--- config.mk ---
export PLATFORM = sky130hd
export DESIGN_NAME = key_matrix_debouncer
export DESIGN_NICKNAME = d
export VERILOG_FILES = /design/src/kmd_pkg.sv /design/src/kmd_fifo.sv /design/src/kmd_front.sv /design/src/kmd_back.sv /design/src/key_matrix_debouncer.sv
export SDC_FILE = /design/constraint.sdc
export NUM_CORES = 1
export LEC_CHECK = 0
export ABC_CLOCK_PERIOD_IN_PS = 6200
export BUFFER_PORTS_ARGS = -buffer_cell sky130_fd_sc_hd__buf_2
export CAP_MARGIN = 20
export CELL_PAD_IN_SITES_DETAIL_PLACEMENT = 1
export CELL_PAD_IN_SITES_GLOBAL_PLACEMENT = 2
export CORE_MARGIN = 8
export CORE_UTILIZATION = 42
export CTS_BUF_LIST = sky130_fd_sc_hd__clkbuf_8 sky130_fd_sc_hd__clkbuf_16
export DETAILED_ROUTE_END_ITERATION = 12
export PLACE_DENSITY_LB_ADDON = 0.1
export SLEW_MARGIN = 40
export SYNTH_ARGS = -nofsm -noshare
export SYNTH_HDL_FRONTEND = slang
export SYNTH_SLANG_ARGS = --single-unit
--- constraint.sdc ---
create_clock -name clk -period 6.2 [get_ports clk]
set_input_delay 1.24 -clock clk [delete_from_list [all_inputs] [get_ports clk]]
set_output_delay 1.24 -clock clk [all_outputs]
set_load 0.005 [all_outputs]
--- src/kmd_pkg.sv ---
// ----------------------------------------------------------------------------
// kmd_pkg: shared types and constants of the key matrix debouncer
// Field widths, queue depths, reset values and the command encoding that
// travels from the classifying front end to the state-holding back end.
// ----------------------------------------------------------------------------
`default_nettype none

package kmd_pkg;

	// Fixed field widths of the ports.
	localparam int COL_W      = 11;
	localparam int ROW_IN_W   = 2;
	localparam int CNT_W      = 8;

	// Widest row the parameters allow.
	localparam int MAX_COLS   = 32;

	// Parameter defaults.
	localparam int ROWS_DEFAULT = 4;
	localparam int COLS_DEFAULT = 11;

	// Quiet counter and debounce register after reset.
	localparam logic [CNT_W-1:0] DEBOUNCE_RESET = 8'd5;

	// Queue depths.
	localparam int CMD_DEPTH = 2;
	localparam int RES_DEPTH = 2;

	// Result beat: row_bits, settled, counter_left.
	localparam int RES_W = COL_W + 1 + CNT_W;

	typedef enum logic [1:0] {
		KIND_READ     = 2'd0,
		KIND_SAMPLE   = 2'd1,
		KIND_SCAN_END = 2'd2
	} kind_t;

	typedef struct packed {
		kind_t kind;
		logic  row_ok;
	} cmd_ctl_t;

	localparam int CTL_W = $bits(cmd_ctl_t);

endpackage

`default_nettype wire

--- src/kmd_fifo.sv ---
// ----------------------------------------------------------------------------
// kmd_fifo: small flip-flop queue
// First-in first-out buffer with full and empty flags; a push and a pop may
// happen in the same cycle.
// ----------------------------------------------------------------------------
`default_nettype none

module kmd_fifo #(
	parameter int WIDTH = 1,
	parameter int DEPTH = 2
) (
	input  wire logic             clk,
	input  wire logic             arst_n,
	input  wire logic             push,
	input  wire logic [WIDTH-1:0] wdata,
	output logic                  full,
	input  wire logic             pop,
	output logic      [WIDTH-1:0] rdata,
	output logic                  empty
);

	localparam int PtrW = (DEPTH > 1) ? $clog2(DEPTH) : 1;
	localparam int CntW = $clog2(DEPTH + 1);

	logic [WIDTH-1:0] mem_q [DEPTH];
	logic [PtrW-1:0]  wr_ptr_q;
	logic [PtrW-1:0]  rd_ptr_q;
	logic [CntW-1:0]  count_q;
	logic             do_push;
	logic             do_pop;

	assign full    = (count_q == CntW'(DEPTH));
	assign empty   = (count_q == '0);
	assign do_push = push && !full;
	assign do_pop  = pop && !empty;
	assign rdata   = mem_q[rd_ptr_q];

	always_ff @(posedge clk) begin
		if (do_push) begin
			mem_q[wr_ptr_q] <= wdata;
		end
	end

	always_ff @(posedge clk or negedge arst_n) begin
		if (!arst_n) begin
			wr_ptr_q <= '0;
			rd_ptr_q <= '0;
			count_q  <= '0;
		end else begin
			if (do_push) begin
				wr_ptr_q <= (wr_ptr_q == PtrW'(DEPTH - 1)) ? '0 : wr_ptr_q + 1'b1;
			end
			if (do_pop) begin
				rd_ptr_q <= (rd_ptr_q == PtrW'(DEPTH - 1)) ? '0 : rd_ptr_q + 1'b1;
			end
			unique case ({do_push, do_pop})
				2'b10: count_q <= count_q + 1'b1;
				2'b01: count_q <= count_q - 1'b1;
				default: count_q <= count_q;
			endcase
		end
	end

endmodule

`default_nettype wire

--- src/kmd_front.sv ---
// ----------------------------------------------------------------------------
// kmd_front: input classifier
// Sorts each accepted beat into read, plain sample or scan-end sample, checks
// the row against the matrix size and trims the column bits.
// ----------------------------------------------------------------------------
`default_nettype none

module kmd_front #(
	parameter int ROWS = kmd_pkg::ROWS_DEFAULT,
	parameter int COLS = kmd_pkg::COLS_DEFAULT,
	localparam int RowIdxW = (ROWS > 1) ? $clog2(ROWS) : 1
) (
	input  wire logic                         push,
	output logic                              full,
	input  wire logic                         action,
	input  wire logic [kmd_pkg::ROW_IN_W-1:0] row_index,
	input  wire logic [kmd_pkg::COL_W-1:0]    column_bits,
	input  wire logic                         scan_end,
	input  wire logic                         q_full,
	output logic                              q_push,
	output kmd_pkg::cmd_ctl_t                 cmd_ctl,
	output logic      [RowIdxW-1:0]           cmd_idx,
	output logic      [COLS-1:0]              cmd_cols
);

	logic [kmd_pkg::MAX_COLS-1:0] col_ext;

	assign full    = q_full;
	assign q_push  = push && !q_full;
	assign col_ext = kmd_pkg::MAX_COLS'(column_bits);

	always_comb begin
		if (action) begin
			cmd_ctl.kind = kmd_pkg::KIND_READ;
		end else if (scan_end) begin
			cmd_ctl.kind = kmd_pkg::KIND_SCAN_END;
		end else begin
			cmd_ctl.kind = kmd_pkg::KIND_SAMPLE;
		end
		cmd_ctl.row_ok = (int'(row_index) < ROWS);
		cmd_idx        = RowIdxW'(row_index);
		cmd_cols       = col_ext[COLS-1:0];
	end

endmodule

`default_nettype wire

--- src/kmd_back.sv ---
// ----------------------------------------------------------------------------
// kmd_back: debounce state and result generation
// Holds the pending and stable rows, the shared quiet counter and the debounce
// register; executes one command per cycle unless a full result queue stalls it.
// ----------------------------------------------------------------------------
`default_nettype none

module kmd_back #(
	parameter int ROWS = kmd_pkg::ROWS_DEFAULT,
	parameter int COLS = kmd_pkg::COLS_DEFAULT,
	localparam int RowIdxW = (ROWS > 1) ? $clog2(ROWS) : 1
) (
	input  wire logic                        clk,
	input  wire logic                        arst_n,
	input  wire logic                        cfg_we,
	input  wire logic [kmd_pkg::CNT_W-1:0]   cfg_data,
	input  wire logic                        cmd_valid,
	input  wire kmd_pkg::cmd_ctl_t           cmd_ctl,
	input  wire logic [RowIdxW-1:0]          cmd_idx,
	input  wire logic [COLS-1:0]             cmd_cols,
	output logic                             cmd_pop,
	input  wire logic                        res_full,
	output logic                             res_push,
	output logic      [kmd_pkg::COL_W-1:0]   res_row_bits,
	output logic                             res_settled,
	output logic      [kmd_pkg::CNT_W-1:0]   res_counter_left
);

	logic [COLS-1:0]             stable_q  [ROWS];
	logic [COLS-1:0]             pending_q [ROWS];
	logic [COLS-1:0]             pend_nx   [ROWS];
	logic [kmd_pkg::CNT_W-1:0]   counter_q;
	logic [kmd_pkg::CNT_W-1:0]   debounce_q;
	logic [kmd_pkg::CNT_W-1:0]   cnt_load;
	logic [kmd_pkg::CNT_W-1:0]   cnt_nx;
	logic                        settle;
	logic [COLS-1:0]             rd_bits;
	logic [kmd_pkg::MAX_COLS-1:0] rd_ext;
	logic                        needs_res;

	assign needs_res = (cmd_ctl.kind != kmd_pkg::KIND_SAMPLE);
	assign cmd_pop   = cmd_valid && (!needs_res || !res_full);
	assign res_push  = cmd_pop && needs_res;

	// Sample update and scan-end countdown.
	always_comb begin
		pend_nx  = pending_q;
		cnt_load = counter_q;
		settle   = 1'b0;
		if (cmd_ctl.row_ok && (pending_q[cmd_idx] != cmd_cols)) begin
			pend_nx[cmd_idx] = cmd_cols;
			cnt_load         = debounce_q;
		end
		cnt_nx = cnt_load;
		if (cnt_load != '0) begin
			cnt_nx = cnt_load - 1'b1;
			settle = (cnt_nx == '0);
		end
	end

	assign rd_bits = cmd_ctl.row_ok ? stable_q[cmd_idx] : '0;
	assign rd_ext  = kmd_pkg::MAX_COLS'(rd_bits);

	always_comb begin
		res_row_bits     = '0;
		res_settled      = 1'b0;
		res_counter_left = '0;
		unique case (cmd_ctl.kind)
			kmd_pkg::KIND_READ: begin
				res_row_bits = rd_ext[kmd_pkg::COL_W-1:0];
			end
			kmd_pkg::KIND_SCAN_END: begin
				res_settled      = settle;
				res_counter_left = cnt_nx;
			end
			default: begin
				res_row_bits = '0;
			end
		endcase
	end

	always_ff @(posedge clk or negedge arst_n) begin
		if (!arst_n) begin
			for (int r = 0; r < ROWS; r++) begin
				stable_q[r]  <= '0;
				pending_q[r] <= '0;
			end
			counter_q  <= kmd_pkg::DEBOUNCE_RESET;
			debounce_q <= kmd_pkg::DEBOUNCE_RESET;
		end else begin
			if (cfg_we) begin
				debounce_q <= cfg_data;
			end
			if (cmd_pop && (cmd_ctl.kind != kmd_pkg::KIND_READ)) begin
				pending_q <= pend_nx;
				if (cmd_ctl.kind == kmd_pkg::KIND_SCAN_END) begin
					counter_q <= cnt_nx;
					if (settle) begin
						stable_q <= pend_nx;
					end
				end else begin
					counter_q <= cnt_load;
				end
			end
		end
	end

endmodule

`default_nettype wire

--- src/key_matrix_debouncer.sv ---
// ----------------------------------------------------------------------------
// key_matrix_debouncer: key matrix debouncer with one shared quiet counter
// Takes sampled matrix rows and read requests, keeps a pending and a stable
// copy of every row, and settles all rows together after enough quiet scans.
// ----------------------------------------------------------------------------
//
// Channel   | Handshake             | Beat contents
// ----------+-----------------------+------------------------------------------
// input     | push / full           | action, row_index, column_bits, scan_end
// result    | empty / pop           | row_bits, settled, counter_left
// config    | cfg_valid / cfg_ready | cfg_debounce_scans
//
// One input beat is taken per cycle while full is low. A beat enters the
// two-entry command queue when it is accepted and is executed by the back
// end once it reaches the head of the queue and the back end does not stall;
// its result, if any, then enters the result queue, shown at the result ports.
// The back end stalls only on a read or scan-end beat while the two-entry
// result queue is full; plain samples never wait for the result side.
// Full rises once the command queue holds two beats, which only happens while
// the back end is stalled.
// Reset clears every pending and stable row and loads the counter and the
// debounce register with five; there is no clearing pass.
// ----------------------------------------------------------------------------
`default_nettype none

module key_matrix_debouncer #(
	parameter int ROWS = kmd_pkg::ROWS_DEFAULT,
	parameter int COLS = kmd_pkg::COLS_DEFAULT
) (
	input  wire logic                         clk,
	input  wire logic                         arst_n,
	// Input queue side.
	input  wire logic                         push,
	output logic                              full,
	input  wire logic                         action,
	input  wire logic [kmd_pkg::ROW_IN_W-1:0] row_index,
	input  wire logic [kmd_pkg::COL_W-1:0]    column_bits,
	input  wire logic                         scan_end,
	// Result queue side.
	output logic                              empty,
	input  wire logic                         pop,
	output logic      [kmd_pkg::COL_W-1:0]    row_bits,
	output logic                              settled,
	output logic      [kmd_pkg::CNT_W-1:0]    counter_left,
	// Configuration write channel.
	input  wire logic                         cfg_valid,
	output logic                              cfg_ready,
	input  wire logic [kmd_pkg::CNT_W-1:0]    cfg_debounce_scans
);

	localparam int RowIdxW = (ROWS > 1) ? $clog2(ROWS) : 1;
	localparam int CmdW    = kmd_pkg::CTL_W + RowIdxW + COLS;

	// Front end outputs headed for the command queue.
	logic                  q_push;
	logic                  q_full;
	kmd_pkg::cmd_ctl_t     f_ctl;
	logic [RowIdxW-1:0]    f_idx;
	logic [COLS-1:0]       f_cols;

	// Command queue head as seen by the back end.
	logic [CmdW-1:0]       q_rdata;
	logic                  q_empty;
	logic                  q_pop;
	kmd_pkg::cmd_ctl_t     b_ctl;
	logic [RowIdxW-1:0]    b_idx;
	logic [COLS-1:0]       b_cols;

	// Back end result beat headed for the result queue.
	logic                  r_push;
	logic                  r_full;
	logic [kmd_pkg::COL_W-1:0] r_row_bits;
	logic                  r_settled;
	logic [kmd_pkg::CNT_W-1:0] r_counter_left;
	logic [kmd_pkg::RES_W-1:0] r_rdata;

	// The register can be written at any time; the user only writes it idle.
	assign cfg_ready = 1'b1;

	kmd_front #(
		.ROWS(ROWS),
		.COLS(COLS)
	) u_front (
		.push        (push),
		.full        (full),
		.action      (action),
		.row_index   (row_index),
		.column_bits (column_bits),
		.scan_end    (scan_end),
		.q_full      (q_full),
		.q_push      (q_push),
		.cmd_ctl     (f_ctl),
		.cmd_idx     (f_idx),
		.cmd_cols    (f_cols)
	);

	kmd_fifo #(
		.WIDTH(CmdW),
		.DEPTH(kmd_pkg::CMD_DEPTH)
	) u_cmd_q (
		.clk    (clk),
		.arst_n (arst_n),
		.push   (q_push),
		.wdata  ({f_ctl, f_idx, f_cols}),
		.full   (q_full),
		.pop    (q_pop),
		.rdata  (q_rdata),
		.empty  (q_empty)
	);

	assign {b_ctl, b_idx, b_cols} = q_rdata;

	kmd_back #(
		.ROWS(ROWS),
		.COLS(COLS)
	) u_back (
		.clk              (clk),
		.arst_n           (arst_n),
		.cfg_we           (cfg_valid && cfg_ready),
		.cfg_data         (cfg_debounce_scans),
		.cmd_valid        (!q_empty),
		.cmd_ctl          (b_ctl),
		.cmd_idx          (b_idx),
		.cmd_cols         (b_cols),
		.cmd_pop          (q_pop),
		.res_full         (r_full),
		.res_push         (r_push),
		.res_row_bits     (r_row_bits),
		.res_settled      (r_settled),
		.res_counter_left (r_counter_left)
	);

	// The result queue doubles as the output register; waiting results hold up
	// read and scan-end beats once the queue is full, which can back up input.
	kmd_fifo #(
		.WIDTH(kmd_pkg::RES_W),
		.DEPTH(kmd_pkg::RES_DEPTH)
	) u_res_q (
		.clk    (clk),
		.arst_n (arst_n),
		.push   (r_push),
		.wdata  ({r_row_bits, r_settled, r_counter_left}),
		.full   (r_full),
		.pop    (pop),
		.rdata  (r_rdata),
		.empty  (empty)
	);

	assign {row_bits, settled, counter_left} = r_rdata;

endmodule

`default_nettype wire

==> results of run 1 <==
worst max-delay path: stages (launching register included):
cell       delay (ns)
dfrtp_1          0.51
buf_4            0.36
nor3_1           0.10
a21o_1           0.22
a2111oi_1        0.50
xor2_1           0.14
nor4_2           0.45
nand3_1          0.30
mux2i_1          0.36
ha_1             0.35
inv_1            0.11
or3_1            0.34
xor2_1           0.19
nand2_1          0.07
mux2i_1          0.19
nand4_1          0.10
or4_2            0.56
buf_4            0.39
mux2_4           0.39
synth_stat cells (3+ instances only):
master	n
nor2b_1	20
clkbuf_1	30
edfxtp_1	70
a2111oi_0	3
xor2_1	13
inv_1	6
xnor2_1	19
mux2i_1	36
o21ai_0	8
and3_1	5
nand4_1	3
buf_2	4
mux2_4	40
a31oi_1	6
nor2_1	105
nor3b_1	5
nand2_1	22
ha_1	5
nor3_1	8
or3_1	6
nand3_1	4
a21oi_1	93
dfrtp_1	108
buf_6	9
nor4_1	4
and2_0	4
nand2b_1	3
a31o_2	6
mux4_2	12
nor4bb_1	9
dfstp_2	4
mux2_2	35
cell families (layout without fill, tap and decap cells):
kind of cell               count (synthesis)  in the layout
muxes                                    127            127
DFF                                      182            182
adders and majority gates                  5              5
other                                      1              1
buffers and inverters                     52            115
AOI/OAI and AO/OA                        130            130
xor gates and xnor gates                  32             32
and+or+nand+nor                          208            208
per-layer routing:
layer,track usage,up-vias,share of wire
li1,-,2752,-
met4,0.0518,0,0.013
met3,0.0265,20,0.031
met5,0,-,0
met2,0.264,95,0.45
met1,0.252,2976,0.50
power groups by stage:
stage               logic (mW)  registers [mW]  clock network, mW
floorplan                 1.58            1.90                  0
global placement          2.13            2.01                  0
detailed placement        2.19            2.04                  0
CTS                       2.22            2.02               1.18
global route              2.43            2.07               1.22
finish                    2.21            2.02               1.15
final cells by class:
cell class                      count  area (sq um)  share of cell area
Clock inverter                     14           179              0.0175
Clock buffer                       18           450              0.0440
Sequential cell                   182          4910               0.480
Timing Repair Buffer               77           474              0.0463
Tap cell                          275           344              0.0336
Multi-Input combinational cell    503          3860               0.377
Inverter                            6          22.5             0.00220
per-stage QoR:
| step | instances | power (mW) |
|---|---|---|
| after floorplan | 737 | 3.48 |
| after global placement | 1041 | 4.14 |
| after detailed placement | 1043 | 4.23 |
| after CTS | 1075 | 5.41 |
| after global routing | 1075 | 5.72 |
| final | 1075 | 5.38 |
how the worst max path moves through the flow:
stage | startpoint | endpoint | slack (ns) | cells after the start
2_1_floorplan | u_cmd_q.rd_ptr_q$_DFFE_PN0P_ | u_back.stable_q[0]$_DFFE_PN0P_ | 1.03 | 21
3_3_place_gp | u_cmd_q.mem_q[0][11]$_DFFE_PP_ | u_back.stable_q[14]$_DFFE_PN0P_ | 0.49 | 18
3_5_place_dp | u_cmd_q.rd_ptr_q$_DFFE_PN0P_ | u_back.stable_q[23]$_DFFE_PN0P_ | 0.22 | 18
4_1_cts | u_cmd_q.rd_ptr_q$_DFFE_PN0P_ | u_back.stable_q[26]$_DFFE_PN0P_ | 0.16 | 18
5_1_grt | u_cmd_q.rd_ptr_q$_DFFE_PN0P_ | u_back.stable_q[26]$_DFFE_PN0P_ | 0.02 | 18
6_report | u_cmd_q.rd_ptr_q$_DFFE_PN0P_ | u_back.stable_q[26]$_DFFE_PN0P_ | 0.41 | 18
flip-flops by register name (all words and copies together) (netlist names), 2 cells and up:
| signal | flops |
|---|---|
| u_cmd_q.count_q | 2 |
| u_back.debounce_q | 8 |
| u_back.stable_q | 44 |
| u_back.pending_q | 44 |
| u_res_q.count_q | 2 |
| u_res_q.mem_q | 40 |
| u_cmd_q.mem_q | 30 |
| u_back.counter_q | 8 |
timing repair:
action                     4_1_cts  5_1_grt
setup endpoints to repair        0       44
gates resized for setup          0        3
setup buffers                    0        0
hold buffers                     0        0
==> results.json, run 1 <==
{
  "status": "completed",
  "mostFrequentLayoutCells": "107 x dfrtp_1, 105 x nor2_1, 93 x a21oi_1, 70 x edfxtp_1, 48 x buf_2",
  "cts_num_sinks": 182,
  "maxSlewHeadroom": 0.496,
  "worst_skew_pair.late_latency_ns": 0.44,
  "crit_path_start_kind": "register",
  "synth_top_area_share": 0.300,
  "syn_area_per_cell_sq_um": 12.2,
  "dpl_worst_slack_ns": 0.221,
  "clock_path_buffers": 2,
  "coreArea_sq_um": 21000,
  "overflow": 0,
  "antenna_found_initial": 0,
  "grt_pass1_wl_microns": 35700,
  "synth_xor_area_frac": 0.0311,
  "reg2reg_to": "u_back.stable_q[26]$_DFFE_PN0P_",
  "yosys.cell_types.count": 56,
  "nFillCells": 2211,
  "power.density_nw_per_um2": 525,
  "ys_seq_area_frac": 0.545,
  "wl_per_cell_microns": 20.4,
  "fin_crit_sh": 0.934,
  "ir_drop_v": 0.000210,
  "hp-class": "reg -> reg",
  "layout-drive-gt1-share": 0.276,
  "dieArea_sq_um": 26400,
  "tightest_slew_ns": 0.735,
  "ant_nets": 0,
  "routed_via_density": 5.44,
  "synth_edf_count": 70,
  "num_rows": 53,
  "htree_levels": 4,
  "critPathCaptureType": "register",
  "rr_startpoint": "u_cmd_q.rd_ptr_q$_DFFE_PN0P_",
  "cp_max_fo": 44,
  "synth_fa_ha_area_frac": 0.00695,
  "num_vias": 5843,
  "clkPwrFrac": 0.214,
  "holdPathStages": 1,
  "start_util": 0.428,
  "final.setup.worst_slack_ns": 0.411,
  "hold_viol_final": 0,
  "yosysTopAreaCell": "dfrtp_1",
  "setup_tns_ns": 0,
  "post-route-util": 0.487,
  "first_global_vias": 6167,
  "grtUsageTotal": 0.174,
  "synth.area.top_cells": "dfrtp_1 30%, edfxtp_1 23%, mux2_4 6.7%, a21oi_1 5.2%, mux2_2 4.4%",
  "drtIter0Drc": 281,
  "die_y_microns": 162,
  "synth_top_family_by_area": "multiplexers",
  "first_pass_iters": 4,
  "cap_viol_max_count": 0,
  "power.switching_mw": 2.11,
  "ys_ff_latch": 182,
  "cp_data_required_time_ns": 6.51,
  "grt_max_degree": 52,
  "fp.dieW_microns": 162,
  "numPortBuffers": 49,
  "final_common_cell": "dfrtp_1",
  "antennaDiodeCount": 0,
  "clk_pin_slew_ns": 0.07,
  "hold-worst-slack_ns": 0.506,
  "cts-root-buf": "clkbuf_16",
  "fin_nets": 820,
  "hpwl_microns": 15500,
  "setup_violations": 0,
  "area_delta_synth_final_pct": 13.7,
  "fin_area_sq_um": 10200,
  "crit_arrival_ns": 6.10,
  "fin_worst_skew_ns": 0.0114,
  "ff2ff_setup_slack_ns": 0.41,
  "fmax_mhz": 173,
  "numCtsBuffers": 17,
  "placed_cell_area_sq_um": 9590,
  "drcViolationCount": 0,
  "seqPwrFrac": 0.375,
  "syn_inst": 737,
  "rsz0062_at_grt": "no",
  "synthSimpleGateAreaFrac": 0.114,
  "p_int_mw": 3.27,
  "swShare": 0.392,
  "worstSetupPathType": "reg -> reg",
  "cts_tree": "built",
  "yosysWarnings": 0,
  "min_period_ns": 5.79,
  "wl_microns": 21900,
  "muxShareOfSynthArea": 0.188,
  "drv_slew": 0,
  "pin_count": 51,
  "hold_path.startpoint": "u_cmd_q.wr_ptr_q$_DFFE_PN0P_",
  "combPwrFrac": 0.410,
  "p_leak_nw": 4.37,
  "syn_nets": 770,
  "min_to": "u_cmd_q.wr_ptr_q$_DFFE_PN0P_",
  "place.gp.congestion": 0.796,
  "syn-cell-area_sq_um": 9010,
  "synth_compound_area_frac": 0.0832,
  "ys.flop_type": "dfrtp_1",
  "reg2reg_depth": 18,
  "async_reset_ff_frac": 0.615
}
(Power assumes the default switching activity.)
==> run 2: changes to the inputs <==
Settings changed: ABC_CLOCK_PERIOD_IN_PS 6200 to 5300, CORE_UTILIZATION 42 to 38, PLACE_DENSITY set to 0.73, PLACE_DENSITY_LB_ADDON 0.1 to not set.
Clock period 6.2 ns to 5.3 ns, I/O delays scaled along.
==> run 2 against run 1 <==
Net effect:
- worst hold slack got worse by 0.0085 ns
- combinational power increased by 21%
- sequential power increased by 17%
- register-to-register slack got worse by 0.03 ns
- setup slack got worse by 0.030 ns
- via count increased by 0.34%
- critical path depth decreased by 1
- flip-flop and latch count unchanged
- clock skew about the same
==> results.json, run 2 (same netlist as run 1, synthesis figures left out) <==
{
  "antenna_found_initial": 0,
  "dieArea_sq_um": 28900,
  "multi_input_area_sq_um": 3880,
  "postCtsHoldBufs": 0,
  "placed_cells": 1094,
  "worstPathCellList": "buf_6 > mux2i_4 > mux4_2 > xnor2_1 > a2111oi_4 > nand3_2 > mux2i_2 > ha_1 > inv_1 > or3_1 > xor2_1 > nand2_1 > mux2i_2 > nand4_1 > or4_4 > clkbuf_16 > mux2_4",
  "final.setup.worst_slack_ns": 0.381,
  "hold-worst-slack_ns": 0.497,
  "numCtsBuffers": 17,
  "cts_tree": "built",
  "first_pass_iters": 4,
  "power.density_nw_per_um2": 607,
  "drv_slew": 0,
  "first_global_vias": 6262,
  "dpl_worst_slack_ns": 0.0273,
  "critPathCaptureType": "register",
  "htree_levels": 4,
  "fmax_mhz": 203,
  "maxSlewHeadroom": 0.424,
  "cp_max_fo": 22,
  "rsz0062_at_grt": "no",
  "numPortBuffers": 49,
  "place.gp.congestion": 0.827,
  "antennaDiodeCount": 0,
  "setup_violations": 0,
  "nFillCells": 2481,
  "grt_pass1_wl_microns": 35900,
  "worstSetupPathType": "reg -> reg",
  "coreArea_sq_um": 23400,
  "reg_top3": "u_back.pending_q x44, u_back.stable_q x44, u_res_q.mem_q x40",
  "layout-drive-gt1-share": 0.296,
  "p_total_mw": 6.36,
  "start_util": 0.385,
  "clock_path_buffers": 2,
  "hp-class": "reg -> reg",
  "overflow": 0,
  "crit_path_start_kind": "register",
  "worst_skew_pair.late_latency_ns": 0.43,
  "drtIter0Drc": 345,
  "wl_per_cell_microns": 19.7,
  "p_leak_nw": 4.44,
  "hpwl_microns": 15900,
  "mostFrequentLayoutCells": "106 x dfrtp_1, 104 x nor2_1, 93 x a21oi_1, 70 x edfxtp_1, 48 x buf_2",
  "min_period_ns": 4.92,
  "final_common_cell": "dfrtp_1",
  "cp_top_family": "multiplexers",
  "cts-root-buf": "clkbuf_16",
  "wl_microns": 22300,
  "cp_num_buf_inv": 3,
  "pin_count": 51,
  "crit_slowest_cell": "mux4_2",
  "num_vias": 5863,
  "register_area_sq_um": 4910,
  "fp.dieW_microns": 170,
  "hold_viol_final": 0,
  "fin_crit_sh": 0.928,
  "area_delta_synth_final_pct": 16.3,
  "num_rows": 56,
  "ir_drop_v": 0.000267,
  "grtUsageTotal": 0.160,
  "ant_nets": 0,
  "slowest_delay_ns": 0.56,
  "crit_path_frequent_cell": "mux2i_2",
  "routed_via_density": 5.18,
  "cp_data_required_time_ns": 5.61,
  "status": "completed",
  "fin_nets": 833,
  "die_y_microns": 170,
  "setup_tns_ns": 0,
  "crit_arrival_ns": 5.23,
  "clk_pin_slew_ns": 0.07,
  "fin_worst_skew_ns": 0.0110,
  "cap_viol_max_count": 0,
  "drcViolationCount": 0,
  "fin_cells": 1132,
  "grt_max_degree": 78,
  "tightest_slew_ns": 0.852,
  "cts_num_sinks": 182
}
==> run 2: cell count changes in the layout (fill, tap and decap cells not counted), moves of 2 or more <==
cell       change
buf_4          +8
inv_6          -3
inv_8          +3
mux2i_1        -3
mux2i_2        +3
a2111oi_0      -2
a2111oi_2      +2
buf_12         +2
buf_6          +2
clkinv_8       +2
==> run 2: layout make-up <==
cell class | count | share of cell area
tap | 319 | 0.0381
sequential | 182 | 0.469
clock inverter | 14 | 0.0174
multi-input combinational | 503 | 0.371
inverter | 6 | 0.00215
clock buffer | 18 | 0.0430
timing repair buffer | 90 | 0.0594
==> run 2: timing repair <==
action / CTS / global route
cloned: 0 / 1
endpoints found under the setup margin: 44 / 44
setup buffers: 0 / 5
pin swaps: 0 / 3
resized for setup: 2 / 13
==> run 2: path summary, 6_finish.rpt <==
| check | cells after the start | slack (ns) | from | endpoint |
|---|---|---|---|---|
| max | 17 | 0.38 | u_cmd_q.rd_ptr_q$_DFFE_PN0P_ | u_back.stable_q[8]$_DFFE_PN0P_ |
| min | 1 | 0.50 | u_res_q.count_q[1]$_DFFE_PN0P_ | u_res_q.count_q[1]$_DFFE_PN0P_ |
| max reg2reg | 17 | 0.38 | u_cmd_q.rd_ptr_q$_DFFE_PN0P_ | u_back.stable_q[8]$_DFFE_PN0P_ |
| min reg2reg | 1 | 0.50 | u_res_q.count_q[1]$_DFFE_PN0P_ | u_res_q.count_q[1]$_DFFE_PN0P_ |
| max in group asynchronous | 2 | 3.65 | arst_n | u_back.stable_q[10]$_DFFE_PN0P_ |
| min in group asynchronous | 1 | 0.67 | arst_n | u_back.counter_q[6]$_DFFE_PN0P_ |
==> run 2: stage by stage <==
stage                util  cell area [sq um]
finish              0.447              10500
CTS                 0.442              10300
global route        0.447              10500
global placement    0.414               9700
detailed placement  0.415               9700
floorplan               -               9010
==> run 2: power breakdown <==
part	leakage, nW	switching (mW)	internal [mW]
clock network	0.307	0.609	0.712
registers	2.04	0.364	2.00
logic	2.09	1.54	1.14
total	4.44	2.51	3.85
==> run 2: per-layer routing <==
metal,vias to the layer above,wire [microns],GRT usage
li1,2780,-,-
met1,2970,11200,0.231
met2,89,10100,0.242
met3,24,784,0.0304
met4,0,287,0.0416
met5,-,0,0
==> run 3: changes to the inputs <==
Settings changed: CORE_ASPECT_RATIO set to 1.25.
==> run 3 against run 2 <==
Net effect:
- critical path depth grew 3
- maximum frequency shrank 2.7%
- clock power shrank 4%
- global-route usage shrank 0.13 points
- design area shrank 1.1%
- sequential power is essentially flat
- clock-buffer cell count is the same
- cell count shrank 2.5%
- flip-flop and latch count is the same
- clock skew is essentially flat
==> results.json, run 3 (same netlist as run 1, synthesis figures left out) <==
{
  "cap_viol_max_count": 0,
  "min_period_ns": 5.05,
  "cp_data_required_time_ns": 5.62,
  "drcViolationCount": 0,
  "antennaDiodeCount": 0,
  "start_util": 0.383,
  "first_pass_iters": 4,
  "cp_top_family": "simple AND/OR/NAND/NOR gates",
  "worst_skew_pair.late_latency_ns": 0.44,
  "area_delta_synth_final_pct": 15.0,
  "status": "completed",
  "routed_via_density": 5.29,
  "fp.dieW_microns": 154,
  "cts_num_sinks": 182,
  "wl_per_cell_microns": 20.0,
  "overflow": 0,
  "grt_pass1_wl_microns": 35900,
  "fin_worst_skew_ns": 0.0115,
  "crit_path_start_kind": "register",
  "mostFrequentLayoutCells": "106 x dfrtp_1, 104 x nor2_1, 93 x a21oi_1, 70 x edfxtp_1, 48 x buf_2",
  "worstPathCellList": "mux2i_4 > buf_12 > buf_4 > mux2i_1 > xor2_1 > or3_4 > a2111oi_4 > buf_4 > nand3_1 > mux2i_1 > ha_1 > inv_1 > or3_1 > xor2_1 > nand2_1 > mux2i_1 > nand4_1 > or4_2 > buf_12 > mux2_4",
  "postCtsHoldBufs": 0,
  "slowest_delay_ns": 0.60,
  "worstSetupPathType": "reg -> reg",
  "setup_tns_ns": 0,
  "p_leak_nw": 4.43,
  "ir_drop_v": 0.000248,
  "first_global_vias": 6348,
  "dieArea_sq_um": 28900,
  "fin_crit_sh": 0.954,
  "wl_microns": 22100,
  "grtUsageTotal": 0.158,
  "hold_viol_final": 0,
  "post-route-util": 0.441,
  "cts_tree": "built",
  "register_area_sq_um": 4910,
  "reg_top3": "u_back.pending_q x44, u_back.stable_q x44, u_res_q.mem_q x40",
  "drtIter0Drc": 277,
  "antenna_found_initial": 0,
  "drv_slew": 0,
  "multi_input_area_sq_um": 3870,
  "numCtsBuffers": 17,
  "place.gp.congestion": 0.854,
  "pin_count": 51,
  "coreArea_sq_um": 23500,
  "clk_pin_slew_ns": 0.07,
  "nFillCells": 2507,
  "clock_path_buffers": 2,
  "fmax_mhz": 198,
  "grt_max_degree": 70,
  "power.density_nw_per_um2": 606,
  "hpwl_microns": 15800,
  "setup_violations": 0,
  "cts-root-buf": "clkbuf_16",
  "final_common_cell": "dfrtp_1",
  "cp_num_buf_inv": 5,
  "crit_arrival_ns": 5.37,
  "maxSlewHeadroom": 0.492,
  "crit_slowest_cell": "or4_2",
  "num_vias": 5845,
  "critPathCaptureType": "register",
  "hp-class": "reg -> reg",
  "rsz0062_at_grt": "no",
  "crit_path_frequent_cell": "mux2i_1",
  "num_rows": 63,
  "layout-drive-gt1-share": 0.291,
  "numPortBuffers": 49,
  "tightest_slew_ns": 0.759,
  "die_y_microns": 188,
  "cp_max_fo": 44,
  "htree_levels": 4,
  "ant_nets": 0,
  "fin_nets": 832
}
-- run 3: worst register-to-register path, stage by stage, from the launching register on --
cell and delay (ns):
edfxtp_1 0.51, mux2i_4 0.21, buf_12 0.14, buf_4 0.11
mux2i_1 0.20, xor2_1 0.08, or3_4 0.34, a2111oi_4 0.34
buf_4 0.19, nand3_1 0.17, mux2i_1 0.28, ha_1 0.22
inv_1 0.07, or3_1 0.32, xor2_1 0.18, nand2_1 0.07
mux2i_1 0.19, nand4_1 0.12, or4_2 0.60, buf_12 0.24
mux2_4 0.36
-- run 3: final timing paths --
check	startpoint	endpoint	slack [ns]	depth (start not counted)
setup / recovery	u_cmd_q.mem_q[1][12]$_DFFE_PP_	u_back.stable_q[42]$_DFFE_PN0P_	0.25	20
hold / removal	u_res_q.wr_ptr_q$_DFFE_PN0P_	u_res_q.wr_ptr_q$_DFFE_PN0P_	0.49	1
setup reg to reg	u_cmd_q.mem_q[1][12]$_DFFE_PP_	u_back.stable_q[42]$_DFFE_PN0P_	0.25	20
hold reg to reg	u_res_q.wr_ptr_q$_DFFE_PN0P_	u_res_q.wr_ptr_q$_DFFE_PN0P_	0.49	1
max in group asynchronous	arst_n	u_back.stable_q[42]$_DFFE_PN0P_	3.61	2
min in group asynchronous	arst_n	u_back.debounce_q[3]$_DFFE_PN0P_	0.62	1
-- run 3: cell type report --
cell class,count,area share
Clock inverter,14,0.0147
Sequential cell,182,0.474
Multi-Input combinational cell,503,0.374
Timing Repair Buffer,89,0.0576
Clock buffer,18,0.0424
Tap cell,292,0.0353
Inverter,6,0.00217
-- run 3: layer usage --
| layer | vias up | global-route usage | part of all wire |
|---|---|---|---|
| met2 | 91 | 0.263 | 0.49 |
| met4 | 0 | 0.0555 | 0.015 |
| met5 | - | 0 | 0 |
| li1 | 2778 | - | - |
| met3 | 23 | 0.0253 | 0.028 |
| met1 | 2953 | 0.206 | 0.47 |
-- run 3: power by group --
part	leakage, nW	internal, mW	switching [mW]
registers	2.04	2.00	0.359
logic	2.09	1.14	1.52
clock network	0.294	0.711	0.554
-- run 3: repair_timing --
| action | 4_1_cts | 5_1_grt |
|---|---|---|
| setup buffers | 0 | 4 |
| setup endpoints to repair | 44 | 44 |
| pin swaps | 0 | 1 |
| resized for setup | 1 | 9 |
| cloned | 0 | 0 |
| endpoints found under the hold margin | 0 | 0 |
-- run 3: metrics by stage --
stage / std cells / cell area, sq um / setup WS (ns) / hold WS, ns / total power [mW]
final: 1104 / 10400 / 0.246 / 0.492 / 6.28
after CTS: 1100 / 10300 / 0.0560 / 0.498 / 6.28
after global placement: 1068 / 9670 / 0.110 / 0.472 / 4.85
after detailed placement: 1068 / 9680 / 0.00635 / 0.486 / 4.98
after floorplan: 737 / 9010 / 0.131 / 0.456 / 4.07
after global routing: 1104 / 10400 / 0.00217 / 0.526 / 6.69
